### src/rtl/ocov_pkg.sv
// Package for the online covariance accumulator: payload types, opcodes,
// datapath command types, controller states and the sequencer microcode.
// No dependencies.
`default_nettype none

package ocov_pkg;

  localparam int COUNT_WIDTH = 32;
  localparam int SUM_WIDTH   = (COUNT_WIDTH > 32 ? COUNT_WIDTH : 32) + 1;
  localparam int PC_WIDTH    = 6;
  localparam int LOOP_WIDTH  = 7;

  localparam logic [PC_WIDTH-1:0] PC_ADD_DROP = PC_WIDTH'(0);
  localparam logic [PC_WIDTH-1:0] PC_MERGE    = PC_WIDTH'(13);

  typedef enum logic [1:0] {
    OP_ADD   = 2'd0,
    OP_DROP  = 2'd1,
    OP_MERGE = 2'd2,
    OP_CLEAR = 2'd3
  } opcode_e;

  typedef struct packed {
    opcode_e            opcode;
    logic signed [31:0] x_value;
    logic signed [31:0] y_value;
    logic        [31:0] part_count;
    logic signed [63:0] part_mean_x;
    logic signed [63:0] part_mean_y;
    logic signed [63:0] part_comoment;
  } in_item_t;

  typedef struct packed {
    logic        [31:0] pair_count;
    logic signed [63:0] avg_x;
    logic signed [63:0] avg_y;
    logic signed [63:0] comoment;
    logic               has_data;
    logic               fault;
  } out_item_t;

  typedef enum logic [4:0] {
    DP_IDLE,
    DP_LOAD,
    DP_CLEAR,
    DP_FAULT,
    DP_PREP,
    DP_RESID,
    DP_DIV_LOAD,
    DP_DIV_STEP,
    DP_DIV_STORE,
    DP_MUL_CLEAR,
    DP_MUL_STEP,
    DP_MUL_ACC,
    DP_SHR48,
    DP_SCALE,
    DP_ACC_PART,
    DP_ACC_TERM,
    DP_COMMIT
  } dp_cmd_e;

  typedef enum logic [1:0] {
    DIV_SRC_DX,
    DIV_SRC_DY,
    DIV_SRC_PROD
  } div_src_e;

  typedef enum logic [1:0] {
    DST_MY,
    DST_MX,
    DST_AX,
    DST_AY
  } div_dst_e;

  typedef enum logic [2:0] {
    MUL_DX_E,
    MUL_DX_CNT,
    MUL_DY_CNT,
    MUL_AX_DY,
    MUL_T_PCNT
  } mul_sel_e;

  typedef enum logic [1:0] {
    ST_IDLE,
    ST_DECIDE,
    ST_RUN,
    ST_OUT
  } ctrl_state_e;

  typedef struct packed {
    dp_cmd_e  cmd;
    div_src_e src;
    div_dst_e dst;
    mul_sel_e sel;
    logic     last;
  } uop_t;

  typedef struct packed {
    dp_cmd_e    cmd;
    div_src_e   src;
    div_dst_e   dst;
    mul_sel_e   sel;
    logic [1:0] step;
    logic       out_load;
  } dp_ctrl_t;

  typedef struct packed {
    opcode_e op;
    logic    cnt_zero;
    logic    cnt_one;
    logic    cnt_full;
    logic    merge_ovf;
    logic    merge_zero;
  } dp_stat_t;

  function automatic uop_t mk_uop(dp_cmd_e cmd, div_src_e src, div_dst_e dst,
                                  mul_sel_e sel, logic last);
    uop_t u;
    u.cmd  = cmd;
    u.src  = src;
    u.dst  = dst;
    u.sel  = sel;
    u.last = last;
    return u;
  endfunction

  // add/drop from PC_ADD_DROP, merge from PC_MERGE
  function automatic uop_t ucode(logic [PC_WIDTH-1:0] pc);
    uop_t u;
    unique case (pc)
      6'd0:    u = mk_uop(DP_DIV_LOAD,  DIV_SRC_DY,   DST_MY, MUL_DX_E,   1'b0);
      6'd1:    u = mk_uop(DP_DIV_STEP,  DIV_SRC_DY,   DST_MY, MUL_DX_E,   1'b0);
      6'd2:    u = mk_uop(DP_DIV_STORE, DIV_SRC_DY,   DST_MY, MUL_DX_E,   1'b0);
      6'd3:    u = mk_uop(DP_DIV_LOAD,  DIV_SRC_DX,   DST_MX, MUL_DX_E,   1'b0);
      6'd4:    u = mk_uop(DP_DIV_STEP,  DIV_SRC_DX,   DST_MX, MUL_DX_E,   1'b0);
      6'd5:    u = mk_uop(DP_DIV_STORE, DIV_SRC_DX,   DST_MX, MUL_DX_E,   1'b0);
      6'd6:    u = mk_uop(DP_RESID,     DIV_SRC_DX,   DST_MY, MUL_DX_E,   1'b0);
      6'd7:    u = mk_uop(DP_MUL_CLEAR, DIV_SRC_DX,   DST_MY, MUL_DX_E,   1'b0);
      6'd8:    u = mk_uop(DP_MUL_STEP,  DIV_SRC_DX,   DST_MY, MUL_DX_E,   1'b0);
      6'd9:    u = mk_uop(DP_MUL_ACC,   DIV_SRC_DX,   DST_MY, MUL_DX_E,   1'b0);
      6'd10:   u = mk_uop(DP_SHR48,     DIV_SRC_DX,   DST_MY, MUL_DX_E,   1'b0);
      6'd11:   u = mk_uop(DP_ACC_TERM,  DIV_SRC_DX,   DST_MY, MUL_DX_E,   1'b0);
      6'd12:   u = mk_uop(DP_COMMIT,    DIV_SRC_DX,   DST_MY, MUL_DX_E,   1'b1);
      6'd13:   u = mk_uop(DP_MUL_CLEAR, DIV_SRC_PROD, DST_AX, MUL_DX_CNT, 1'b0);
      6'd14:   u = mk_uop(DP_MUL_STEP,  DIV_SRC_PROD, DST_AX, MUL_DX_CNT, 1'b0);
      6'd15:   u = mk_uop(DP_MUL_ACC,   DIV_SRC_PROD, DST_AX, MUL_DX_CNT, 1'b0);
      6'd16:   u = mk_uop(DP_DIV_LOAD,  DIV_SRC_PROD, DST_AX, MUL_DX_CNT, 1'b0);
      6'd17:   u = mk_uop(DP_DIV_STEP,  DIV_SRC_PROD, DST_AX, MUL_DX_CNT, 1'b0);
      6'd18:   u = mk_uop(DP_DIV_STORE, DIV_SRC_PROD, DST_AX, MUL_DX_CNT, 1'b0);
      6'd19:   u = mk_uop(DP_MUL_CLEAR, DIV_SRC_PROD, DST_AY, MUL_DY_CNT, 1'b0);
      6'd20:   u = mk_uop(DP_MUL_STEP,  DIV_SRC_PROD, DST_AY, MUL_DY_CNT, 1'b0);
      6'd21:   u = mk_uop(DP_MUL_ACC,   DIV_SRC_PROD, DST_AY, MUL_DY_CNT, 1'b0);
      6'd22:   u = mk_uop(DP_DIV_LOAD,  DIV_SRC_PROD, DST_AY, MUL_DY_CNT, 1'b0);
      6'd23:   u = mk_uop(DP_DIV_STEP,  DIV_SRC_PROD, DST_AY, MUL_DY_CNT, 1'b0);
      6'd24:   u = mk_uop(DP_DIV_STORE, DIV_SRC_PROD, DST_AY, MUL_DY_CNT, 1'b0);
      6'd25:   u = mk_uop(DP_MUL_CLEAR, DIV_SRC_PROD, DST_AY, MUL_AX_DY,  1'b0);
      6'd26:   u = mk_uop(DP_MUL_STEP,  DIV_SRC_PROD, DST_AY, MUL_AX_DY,  1'b0);
      6'd27:   u = mk_uop(DP_MUL_ACC,   DIV_SRC_PROD, DST_AY, MUL_AX_DY,  1'b0);
      6'd28:   u = mk_uop(DP_SHR48,     DIV_SRC_PROD, DST_AY, MUL_AX_DY,  1'b0);
      6'd29:   u = mk_uop(DP_MUL_CLEAR, DIV_SRC_PROD, DST_AY, MUL_T_PCNT, 1'b0);
      6'd30:   u = mk_uop(DP_MUL_STEP,  DIV_SRC_PROD, DST_AY, MUL_T_PCNT, 1'b0);
      6'd31:   u = mk_uop(DP_MUL_ACC,   DIV_SRC_PROD, DST_AY, MUL_T_PCNT, 1'b0);
      6'd32:   u = mk_uop(DP_SCALE,     DIV_SRC_PROD, DST_AY, MUL_T_PCNT, 1'b0);
      6'd33:   u = mk_uop(DP_ACC_PART,  DIV_SRC_PROD, DST_AY, MUL_T_PCNT, 1'b0);
      6'd34:   u = mk_uop(DP_ACC_TERM,  DIV_SRC_PROD, DST_AY, MUL_T_PCNT, 1'b0);
      6'd35:   u = mk_uop(DP_COMMIT,    DIV_SRC_PROD, DST_AY, MUL_T_PCNT, 1'b1);
      default: u = mk_uop(DP_IDLE,      DIV_SRC_DX,   DST_MY, MUL_DX_E,   1'b1);
    endcase
    return u;
  endfunction

endpackage

`default_nettype wire

### src/rtl/ocov_ctrl.sv
// Controller of the online covariance accumulator: handshake, opcode
// decision and microcode sequencer driving the datapath. Uses ocov_pkg.
`default_nettype none

module ocov_ctrl (
  input  logic                clk_i,
  input  logic                rst_ni,
  input  logic                in_valid_i,
  output logic                in_stall_o,
  output logic                out_valid_o,
  input  logic                out_stall_i,
  input  ocov_pkg::dp_stat_t  stat_i,
  output ocov_pkg::dp_ctrl_t  ctrl_o
);
  import ocov_pkg::*;

  ctrl_state_e             state_q, state_d;
  logic [PC_WIDTH-1:0]     pc_q, pc_d;
  logic [LOOP_WIDTH-1:0]   ctr_q, ctr_d;
  logic                    out_valid_q, out_valid_d;
  uop_t                    uop;
  dp_cmd_e                 dec_cmd;
  logic                    dec_run;
  logic [PC_WIDTH-1:0]     dec_pc;
  logic                    out_free;

  function automatic logic [LOOP_WIDTH-1:0] loop_len(uop_t u);
    logic [LOOP_WIDTH-1:0] l;
    l = '0;
    if (u.cmd == DP_DIV_STEP) begin
      l = (u.src == DIV_SRC_PROD) ? LOOP_WIDTH'(127) : LOOP_WIDTH'(63);
    end else if (u.cmd == DP_MUL_STEP) begin
      l = LOOP_WIDTH'(3);
    end
    return l;
  endfunction

  assign uop      = ucode(pc_q);
  assign out_free = !out_valid_q || !out_stall_i;

  always_comb begin
    dec_cmd = DP_CLEAR;
    dec_run = 1'b0;
    dec_pc  = PC_ADD_DROP;
    unique case (stat_i.op)
      OP_ADD: begin
        if (stat_i.cnt_full) begin
          dec_cmd = DP_FAULT;
        end else begin
          dec_cmd = DP_PREP;
          dec_run = 1'b1;
        end
      end
      OP_DROP: begin
        if (stat_i.cnt_zero) begin
          dec_cmd = DP_FAULT;
        end else if (!stat_i.cnt_one) begin
          dec_cmd = DP_PREP;
          dec_run = 1'b1;
        end
      end
      OP_MERGE: begin
        if (stat_i.merge_ovf) begin
          dec_cmd = DP_FAULT;
        end else if (!stat_i.merge_zero) begin
          dec_cmd = DP_PREP;
          dec_run = 1'b1;
          dec_pc  = PC_MERGE;
        end
      end
      default: dec_cmd = DP_CLEAR;
    endcase
  end

  // next state
  always_comb begin
    state_d = state_q;
    pc_d    = pc_q;
    ctr_d   = ctr_q;
    unique case (state_q)
      ST_IDLE: begin
        if (in_valid_i) state_d = ST_DECIDE;
      end
      ST_DECIDE: begin
        if (dec_run) begin
          state_d = ST_RUN;
          pc_d    = dec_pc;
          ctr_d   = loop_len(ucode(dec_pc));
        end else begin
          state_d = ST_OUT;
        end
      end
      ST_RUN: begin
        if (ctr_q != '0) begin
          ctr_d = ctr_q - LOOP_WIDTH'(1);
        end else if (uop.last) begin
          state_d = ST_OUT;
        end else begin
          pc_d  = pc_q + PC_WIDTH'(1);
          ctr_d = loop_len(ucode(pc_q + PC_WIDTH'(1)));
        end
      end
      ST_OUT: begin
        if (out_free) state_d = ST_IDLE;
      end
      default: state_d = ST_IDLE;
    endcase
  end

  // outputs
  always_comb begin
    ctrl_o.cmd      = DP_IDLE;
    ctrl_o.src      = uop.src;
    ctrl_o.dst      = uop.dst;
    ctrl_o.sel      = uop.sel;
    ctrl_o.step     = ctr_q[1:0];
    ctrl_o.out_load = 1'b0;
    unique case (state_q)
      ST_IDLE:   if (in_valid_i) ctrl_o.cmd = DP_LOAD;
      ST_DECIDE: ctrl_o.cmd = dec_cmd;
      ST_RUN:    ctrl_o.cmd = uop.cmd;
      ST_OUT:    ctrl_o.out_load = out_free;
      default:   ctrl_o.cmd = DP_IDLE;
    endcase
  end

  assign out_valid_d = (out_valid_q && out_stall_i) || ctrl_o.out_load;
  assign out_valid_o = out_valid_q;
  assign in_stall_o  = (state_q != ST_IDLE);

  always_ff @(posedge clk_i or negedge rst_ni) begin
    if (!rst_ni) begin
      state_q     <= ST_IDLE;
      pc_q        <= '0;
      ctr_q       <= '0;
      out_valid_q <= 1'b0;
    end else begin
      state_q     <= state_d;
      pc_q        <= pc_d;
      ctr_q       <= ctr_d;
      out_valid_q <= out_valid_d;
    end
  end

endmodule

`default_nettype wire

### config.mk
export PLATFORM = sky130hd
export DESIGN_NAME = ocov_ctrl
export DESIGN_NICKNAME = d
export VERILOG_FILES = /design/src/rtl/ocov_pkg.sv /design/src/rtl/ocov_ctrl.sv
export SDC_FILE = /design/constraint.sdc
export NUM_CORES = 1
export LEC_CHECK = 0
export ABC_AREA = 1
export ABC_CLOCK_PERIOD_IN_PS = 6200
export BUFFER_PORTS_ARGS = -buffer_cell sky130_fd_sc_hd__buf_2
export CAP_MARGIN = 20
export CORE_MARGIN = 2
export CORE_UTILIZATION = 47
export CTS_BUF_LIST = sky130_fd_sc_hd__clkbuf_8 sky130_fd_sc_hd__clkbuf_16
export DETAILED_ROUTE_END_ITERATION = 16
export GPL_ROUTABILITY_DRIVEN = 0
export GPL_TIMING_DRIVEN = 0
export PLACE_DENSITY = 0.67
export SLEW_MARGIN = 20
export SYNTH_ARGS = -nofsm -noshare
export SYNTH_HDL_FRONTEND = slang
export SYNTH_SLANG_ARGS = --single-unit
### constraint.sdc
create_clock -name clk_i -period 6.2 [get_ports clk_i]
set_clock_uncertainty 0.15 [all_clocks]
set_input_delay 1.24 -clock clk_i [delete_from_list [all_inputs] [get_ports clk_i]]
set_output_delay 1.24 -clock clk_i [all_outputs]
set_load 0.005 [all_outputs]
Word level (Yosys, flattened, before mapping)
Memories as Yosys holds them, arrays and structs flattened.
Cells that the tools add are included.
W data, S select, Z words.

cells by class
  multiplexer cells = 43
  equal/unequal tests = 18
  reductions and logical operators = 13
  add/subtract/negate cells = 2

operators with widths
  cell                   count
  $mux W13               5
  $mux W7                7
  $pmux W5 S3            2
  $mux W6                3
  $mux W3                5
  $pmux W7 S2            1
  $mux W2                6
  $mux W4                3
  $ne A2 B2 Y1 const B   6
  $pmux W6 S2            1
  $eq A2 B2 Y1 const B   5
  $eq A5 B3 Y1 const B   2
  $eq A5 B4 Y1 const B   2
  $mux W1                8
  $pmux W2 S4            1
  $reduce_and A4 Y1      2
  $reduce_bool A7 Y1     1
  $sub A7 B1 Y7 const B  1
  $add A6 B1 Y6 const B  1
  $eq A2 B1 Y1 const B   2
  $logic_not A2 Y1       2
  $reduce_bool A2 Y1     2
  $ne A3 B3 Y1 const B   1
  $pmux W1 S3            1
  other kinds (4)        6

storage, ports and cells
  memories = 3
  output and inout bits = 17
  bits in read-only memories = 2496
  flip-flop bits (word level) = 16
  logic and storage cells = 83

memories
  name             depth  bits a word  rd ports  clocked after Yosys merged registers in  wr ports  line             RTL
  (no name shown)  64     13           1         0                                        0         ocov_pkg.sv:130  unique case (pc)
  (no name shown)  64     13           1         0                                        0         ocov_pkg.sv:130
  (no name shown)  64     13           1         0                                        0         ocov_pkg.sv:130

Logic depth before layout (Yosys ltp)
Gate-level depths: netlist of run 1.
An unclocked memory read counts as a cell.

  word-level depth = 11
  gate-level depth with buffers = 17

Least setup slack after synthesis of run 1
Ideal clock, no wire load.

  kind = input port to output port
  start point = input port stat_i[6] in the netlist's numbering
  end point = output port ctrl_o[11] in the netlist's numbering
  data required time = 4.810 ns
  setup slack = 2.784 ns
  stages = 8
  arrival = 2.026 ns
  cell sequence = inv_2 -> nand2_1 -> o31ai_1 -> nor2_1 -> nand2_1 -> inv_1 -> a31oi_1 -> o21ai_0

RTL lines
  what                line             RTL
  start: declaration  ocov_ctrl.sv:12  input ocov_pkg::dp_stat_t stat_i,
  end: declaration    ocov_ctrl.sv:13  output ocov_pkg::dp_ctrl_t ctrl_o

==> metrics, run 1 <==
H-tree levels=1; library cells used by synthesis=39; total negative slack=0 ns; Final Hold Fails=0; CTS clock-pin slew for the worst setup and hold paths=~0.070 ns; hpwl dp=between 3000 and 4000 µm; status=completed; drt pass-1 iters=4; Critical path origin=stat_i[6]; total track usage=~22%; Critical R2R Launch=pc_q[1]; Core Area=a little over 4000 µm²; Worst Setup EP=ctrl_o[11]; minimum clock period=between 3 and 4 ns; Design Area, Final=~2300 µm²; CP max FO=5; die height=between 60 and 70 µm; Pwr Total=between 1 and 1.5 mW; Antenna diodes=0; Reg-to-Reg End=ctr_q[3]; Fillers=approximately 440; clk sinks=16; io pins=28; Pleak=1.230 nW; worst vdd ir=about 0.23 mV; R2R setup slack=roughly 3.3 ns; Root Driver=clkbuf_8; global-route wire length before repair=~9000 µm; sequential area share after synthesis=approximately 20%; Final Cycle Share=~60%; Starting Density=between 40% and 50%; startpoint types=input port; RSZ-0062 raised after global routing=no; Max Cap Viol=0; HP Class=register to register; post-route DRC violation count=0; CP Capture Type=primary output; nets=between 300 and 400; initial detailed-routing violation count=between 150 and 200; overall via count from detail_route=around 2.1k; Syn Nets=around 340; Cells after DPL=384; vias in the first global route=between 1.5k and 2k; Pins Over Slew Limit=0; Congestion Overflow GR=0; upper clock frequency limit=about 270 MHz; Clock Path Buffers=2; Routed WL=between 5000 and 6000 µm; Reg2Reg Depth=16; Post-Layout Cell Count=between 300 and 400; Final setup viols=0; # rows=23; CTS Hold Bufs=0; count of input and output buffers=27; cell area after synthesis=approximately 2000 µm²; Worst EP required=approximately 4.8 ns; register bit total from synthesis=16; worst hold start=ctr_q[6]; CTS Buf Count=3; Mapped Cells=between 300 and 400; share of cells above drive strength 1=between 10% and 20%; antenna violations before repair=0; storage element area=400.4 µm²; Post-CTS Resized=0; Die ar.=4806 µm²; post-route antenna net violation count=0; PD cells=529.7 nW/µm²; TritonCTS clock tree=built; pin count of the biggest net entering global routing=17; Setup Crit Path Kind=input port to primary output; DIE WIDTH=slightly below 70 µm; DP Area=approximately 2200 µm²; routed len/inst=13.13 µm; syn avg cell area=about 6.5 µm²; Synth warnings=0; postcts setup bufs=0; Synth-to-Final Area Change=12.60%; vias per cell=approximately 5.5; crit path DAT=between 2 and 2.5 ns; Worst Tran Pin Value=between 0.4 and 0.5 ns; Multi-input gate area=1409 µm²; Slew headroom=between 70% and 80%; Skew-Pair Late Insertion Delay=between 0.2 and 0.3 ns
sequential cells by signal, indices dropped and copies added (netlist names):
| signal | flops |
|---|---|
| pc_q | 6 |
| ctr_q | 7 |
| out_valid_o | 1 |
| state_q | 2 |
kinds of logic (layout without fill, tap and decap cells):
family	after synthesis	after routing	share of synthesized area, %
AOI/OAI and AO/OA	52	52	16.78
buffers and inverters	45	76	9.794
DFF	16	16	19.96
xor gates and xnor gates	2	2	0.8735
and+or+nand+nor	171	171	39.49
adders and majority gates	21	21	13.10
critical path, stage by stage:
cell     delay [ns]
buf_2          0.13
inv_2          0.06
nand2_1        0.05
o31ai_1        0.18
nor2_1         0.08
nand2_1        0.14
inv_1          0.12
a31oi_1        0.15
o21ai_0        0.09
buf_2          0.13
final cells by class:
class                      instances  area share (%)
sequential                        16           17.73
multi-input combinational        246           62.38
tap                               50           2.770
clock buffer                       4           2.438
buffer                             9           2.659
inverter                          36           6.039
timing repair buffer              27           5.983
cell usage after synthesis, drive strengths merged:
cell	count	share of area [%]
o311ai	1	0.44
nand4	5	2.2
dfrtp	16	20
o21ai	24	6.7
buf	8	2.8
nand3	46	12
a22oi	1	0.37
a221oi	1	0.44
o221ai	1	0.75
a31oi	4	2.0
xnor2	1	0.44
clkinv	2	0.44
nor2	18	4.5
xor2	1	0.44
clkbuf	1	0.19
a21oi	13	3.2
a41oi	1	0.44
ha	21	13
nor3	6	1.5
nand2	95	19
o31ai	3	1.1
o211ai	1	0.37
or2	1	0.31
inv	34	6.4
a32o	1	0.50
a211oi	1	0.37
metrics by stage:
stage	hold slack [ns]	setup WS [ns]	utilization, %
after floorplan	0.2989	2.784	-
after global placement	0.3140	2.421	54.30
after detailed placement	0.3214	2.428	54.30
after CTS	0.3386	2.426	55.66
after global routing	0.3475	2.283	55.66
final	0.3361	2.433	55.66
routing by layer:
| layer | routed length [µm] | vias to the layer above | track usage [%] |
|---|---|---|---|
| met1 | 2558 | 972 | 30.63 |
| met4 | 80 | 0 | 5.011 |
| met3 | 218 | 8 | 2.907 |
| met5 | 0 | - | 0 |
| li1 | - | 1091 | - |
| met2 | 2237 | 59 | 36.75 |
worst min-delay path by stage:
stage                           to  slack, ns  cells past startpoint
after floorplan           ctr_q[6]       0.30                      2
after global placement    ctr_q[6]       0.31                      2
after detailed placement  ctr_q[6]       0.32                      2
after CTS                 ctr_q[6]       0.34                      2
after global routing      ctr_q[6]       0.35                      2
final                     ctr_q[6]       0.34                      2
report_power, final:
group	total, mW	leakage (nW)	internal (mW)	switching, mW
clock network	0.0944	0.0288	0.0564	0.0380
logic	0.895	0.995	0.332	0.563
registers	0.207	0.206	0.149	0.0573
placed cells by master (no fill, tap or decap), types with 7 or more instances in the layout:
master and n:
nand2_2 7, inv_2 7, nand3_1 44, o21ai_1 8
ha_1 21, a21oi_1 13, nand2_1 87, nor2_1 15
dfrtp_1 16, o21ai_0 14, inv_1 27, buf_2 30
No activity file was read; power rests on OpenSTA's default activity.
==> run 2, diff against run 1 <==
ABC_AREA = 0   (was 1)
ABC_CLOCK_PERIOD_IN_PS = 3200   (was 6200)
PLACE_DENSITY = 0.69   (was 0.67)
clock period = 3.2 ns   (was 6.2 ns; I/O delays follow)
==> metrics, run 2 <==
worst setup margin=roughly 0.12 ns; vias per cell=about 6; Top Registers=ctr_q x7, pc_q x6, state_q x2; top cell type's share of synthesized area=a little under a fifth; share of cells above drive strength 1=approximately 24%; Pins Over Slew Limit=0; DIE WIDTH=between 70 and 80 µm; R2R setup slack=between 0.15 and 0.2 ns; Final Cycle Share=96.39%; Fillers=about 460; upper clock frequency limit=about 320 MHz; TritonCTS clock tree=built; Reg2Reg Depth=10; Post-synth ARST share=100.0%; startpoint types=register; routed len/inst=between 15 and 20 µm; Setup WS pre-CTS=-0.1941 ns; worst vdd ir=between 0.4 and 0.5 mV; area leader, netlist=dfrtp_1; Final setup viols=0; Max Cap Viol=0; total track usage=about 22%; synth top area cells=dfrtp_1 18%, ha_1 12%, nand2_1 4.7%; sequential area share after synthesis=~18%; register bit total from synthesis=16; hpwl dp=~4300 µm; Core Area=~4600 µm²; Critical R2R Launch=pc_q[2]; Congestion Overflow GR=0; EDFF count, synth=0; io pins=28; Synth top cells by count=28 x nand2_1, 26 x nor2_1, 21 x ha_1, 20 x a21oi_1, 19 x o21ai_0; initial detailed-routing violation count=276; Root Driver=clkbuf_8; library cells used by synthesis=66; Setup Crit Path Kind=register to primary output; Biggest register=ctr_q; pin count of the biggest net entering global routing=17; Starting Density=~48%; Cells after DPL=between 300 and 400; Post-Layout Cell Count=383; antenna violations before repair=0; PD cells=~910 nW/µm²; Mapped Cells=just under 300; minimum clock period=slightly above 3 ns; HP Class=input port to asynchronous set/reset pin; drt pass-1 iters=5; H-tree levels=1; Worst Tran Pin Value=roughly 0.84 ns; vias in the first global route=1941; nets=363; Reg-to-Reg End=ctr_q[5]; commonest non-fill, non-tap cell in the layout=buf_2; post-route antenna net violation count=0; crit path DAT=~2.3 ns; Routed WL=between 5000 and 6000 µm; cell area after synthesis=approximately 2200 µm²; Primary FF master, synth=dfrtp_1; global-route wire length before repair=approximately 9500 µm; overall via count from detail_route=between 2k and 2.5k; Die ar.=5288 µm²; Pleak=around 1.1 nW; # rows=25; Worst EP required=between 2 and 2.5 ns; Clock Path Buffers=2; syn avg cell area=7.601 µm²; Syn Nets=324; Synth-to-Final Area Change=14.32%; max reg flops=7; CTS clock-pin slew for the worst setup and hold paths=around 0.07 ns; post-route DRC violation count=0; Antenna diodes=0; fin util=roughly 55%; most common cell in the netlist=nand2_1; clk sinks=16; die height=approximately 73 µm; CTS Buf Count=3; count of input and output buffers=27; commonest cells after routing, fill and taps aside=31 x buf_2, 28 x nand2_1, 26 x nor2_1, 20 x a21oi_1; CP Capture Type=primary output; Slew headroom=a little over two fifths; CP max FO=10; Final Hold Fails=0; Skew-Pair Late Insertion Delay=0.25 ns; Synth warnings=0; status=completed
## run 2: changes by cell type in the layout (fill, tap and decap cells not counted), sizes merged, moves of 5 or more
cell and change:
a211oi +8, o22ai +5, buf +10, clkbuf +9, a21oi +7, nor2b +5, inv -16, nor2 +8
nand3 -35, nand2 -65
## run 2: cell type report
class                           count  area, µm²  area share [%]
Buffer                             22      122.6           4.832
Multi-Input combinational cell    235       1639           64.60
Sequential cell                    16      404.1           15.93
Clock buffer                        3      41.29           1.627
Inverter                           19      77.57           3.057
Timing Repair Buffer               34      185.2           7.298
Tap cell                           54      67.56           2.663
## run 2: worst max-delay path by stage
stage / endpoint / from / depth (start not counted) / slack [ns]
6_report: ctrl_o[11] / pc_q[3] / 10 / 0.12
3_5_place_dp: ctr_q[5] / pc_q[1] / 10 / -0.19
2_1_floorplan: ctr_q[2] / pc_q[2] / 11 / 0.22
3_3_place_gp: ctr_q[4] / pc_q[2] / 11 / -0.18
4_1_cts: ctrl_o[11] / pc_q[3] / 10 / 0.03
5_1_grt: ctrl_o[10] / pc_q[1] / 8 / -0.004
## run 2: critical path, stage by stage, from the launching register on
cell      delay (ns)
dfrtp_2         0.44
buf_6           0.16
buf_2           0.19
inv_2           0.13
mux2_2          0.34
o221ai_1        0.15
o21ai_0         0.11
o22ai_1         0.19
nand2_1         0.07
a21oi_1         0.14
buf_2           0.12
## run 2: metal layers
metal / global-route usage (%) / part of all wire (%) / vias up
li1: - / - / 1149
met4: 4.733 / 1.6 / 0
met2: 34.65 / 46 / 70
met5: 0 / 0 / -
met1: 33.02 / 47 / 1078
met3: 2.901 / 5.0 / 6
## run 2: logic make-up after synthesis
family	count (synthesis)	share of synthesized area [%]
simple gates	109	26.04
fa+ha+maj	21	11.84
compound gates	94	29.71
xor+xnor	6	3.552
buf+inv	41	8.342
flops	16	18.04
mux	5	2.480
## run 2: per-stage QoR
| step | TNS, ns | area (µm²) | power [mW] | hold slack (ns) |
|---|---|---|---|---|
| after detailed placement | -1.043 | 2422 | 2.053 | 0.3654 |
| final | 0 | 2537 | 2.321 | 0.1553 |
| after floorplan | 0 | 2220 | 1.637 | 0.1944 |
| after CTS | 0 | 2472 | 2.226 | 0.1626 |
| after global placement | -0.9879 | 2422 | 2.035 | 0.3527 |
| after global routing | -0.003551 | 2537 | 2.565 | 0.1790 |
## run 2: where the power goes
part,switching (mW),total (mW),internal [mW]
clock network,0.0719,0.155,0.0835
registers,0.106,0.385,0.279
logic,1.05,1.78,0.731
## run 2: repair_timing
item / CTS / global route
gates cloned: 0 / 0
resized for setup: 6 / 10
hold buffers: 0 / 0
setup buffers: 0 / 7
endpoints found under the setup margin: 10 / 10
==> run 3, diff against run 2 <==
PLACE_DENSITY = 0.77   (was 0.69)
==> metrics, run 3 (synthesis gave the netlist of run 2 again) <==
drt pass-1 iters=5; minimum clock period=approximately 3.1 ns; status=completed; Skew-Pair Late Insertion Delay=0.25 ns; Worst EP required=between 2 and 2.5 ns; TritonCTS clock tree=built; nets=approximately 370; worst vdd ir=around 0.5 mV; count of input and output buffers=27; upper clock frequency limit=between 300 and 400 MHz; Pint=~1.1 mW; Reg2Reg Depth=10; Top Registers=ctr_q x7, pc_q x6, state_q x2; Root Driver=clkbuf_8; R2R setup slack=approximately 0.18 ns; Antenna diodes=0; share of cells above drive strength 1=around 25%; vias per cell=between 6 and 7; CP Capture Type=primary output; vias in the first global route=approximately 2.1k; die height=a little over 70 µm; Critical R2R Launch=pc_q[2]; Worst Tran Pin Value=between 0.7 and 0.8 ns; Setup Crit Path Kind=register to primary output; Reg-to-Reg End=ctr_q[5]; global-route wire length before repair=about 9700 µm; DP Area=2422 µm²; overall via count from detail_route=between 2k and 2.5k; CTS Hold Bufs=0; Net Sw Frac=between 50% and 60%; total negative slack=0 ns; Pins Over Slew Limit=0; pin count of the biggest net entering global routing=17; clk sinks=16; CTS Buf Count=3; Max Cap Viol=0; Pwr Total=between 2 and 2.5 mW; HP Class=input port to asynchronous set/reset pin; DIE WIDTH=a little over 70 µm; Core Area=about 4600 µm²; max reg flops=7; startpoint types=register; Design Area, Final=around 2600 µm²; CP max FO=8; crit path DAT=roughly 2.4 ns; clock power share=a little under 8%; Sequential Power Share=between 10% and 20%; Fillers=449; commonest cells after routing, fill and taps aside=30 x buf_2, 28 x nand2_1, 26 x nor2_1, 20 x a21oi_1, 20 x ha_1; total track usage=22.67%; # rows=25; io pins=28; Biggest register=ctr_q; Routed WL=~6000 µm; routed len/inst=15.22 µm; post-route antenna net violation count=0; hpwl dp=~4300 µm; H-tree levels=1; Net Switching=1.248 mW; Final setup viols=0; Comb power frac=approximately three quarters; CTS clock-pin slew for the worst setup and hold paths=0.07 ns; antenna violations before repair=0; Synth-to-Final Area Change=16.12%; Pleak=between 1 and 1.5 nW; initial detailed-routing violation count=242; post-route DRC violation count=0; Final Cycle Share=98.12%; Final Hold Fails=0; Clock Path Buffers=2; Die ar.=approximately 5300 µm²; Starting Density=approximately 48%; PD cells=a little over 900 nW/µm²; Slew headroom=between 40% and 50%; Congestion Overflow GR=0; commonest non-fill, non-tap cell in the layout=buf_2
[run 3: changes by cell type in the layout (fill, tap and decap cells not counted), sizes merged]
cell,previous run,this run
buf,45,47
clkbuf,14,15
clkinvlp,1,2
inv,18,17
[run 3: worst max-delay path by stage]
stage | from | to | cells after the start
3_3_place_gp | pc_q[2] | ctr_q[5] | 11
3_5_place_dp | pc_q[2] | ctr_q[1] | 13
2_1_floorplan | pc_q[2] | ctr_q[2] | 11
4_1_cts | pc_q[3] | ctrl_o[11] | 10
5_1_grt | pc_q[2] | ctr_q[1] | 13
6_report | pc_q[1] | ctrl_o[10] | 8
[run 3: layout make-up]
type | instances | area (µm²) | share of cell area (%)
tap | 54 | 67.56 | 2.621
inverter | 19 | 86.33 | 3.350
sequential | 16 | 404.1 | 15.68
buffer | 22 | 125.1 | 4.854
timing repair buffer | 36 | 202.7 | 7.864
clock buffer | 4 | 55.05 | 2.136
multi-input combinational | 235 | 1637 | 63.50
[run 3: per-layer routing]
metal | track usage (%) | routed length (µm) | up-vias
li1 | - | - | 1152
met4 | 2.881 | 46 | 0
met5 | 0 | 0 | -
met3 | 4.420 | 361 | 6
met1 | 31.76 | 2668 | 1118
met2 | 37.27 | 2796 | 89
[run 3: power groups by stage]
stage / registers (mW) / logic [mW] / clock network [mW]
CTS: 0.391 / 1.68 / 0.191
finish: 0.389 / 1.81 / 0.187
global route: 0.402 / 2.03 / 0.198
floorplan: 0.365 / 1.27 / 0
detailed placement: 0.393 / 1.66 / 0
global placement: 0.389 / 1.63 / 0
[run 3: critical path: stages, from the launching register on]
cell and delay, ns:
dfrtp_2 0.48, clkinvlp_4 0.23, ha_1 0.32, mux2_2 0.29
o211ai_1 0.20, o31ai_1 0.15, a222oi_1 0.23, nor2_1 0.07
buf_2 0.13
[run 3: timing repair]
action	4_1_cts	5_1_grt
buffers inserted	0	9
gates resized for setup	7	12
pin swaps	0	1
setup endpoints to repair	9	11
[run 3: per-stage QoR]
| step | util, % | hold WS, ns | std cells | worst slack [ns] |
|---|---|---|---|---|
| after floorplan | - | 0.1944 | 292 | 0.2227 |
| after global placement | 52.32 | 0.3447 | 373 | -0.1565 |
| after global routing | 55.68 | 0.1628 | 386 | -0.006514 |
| after detailed placement | 52.32 | 0.3615 | 373 | -0.1970 |
| after CTS | 53.70 | 0.1590 | 377 | 0.05470 |
| final | 55.68 | 0.1465 | 386 | 0.06008 |
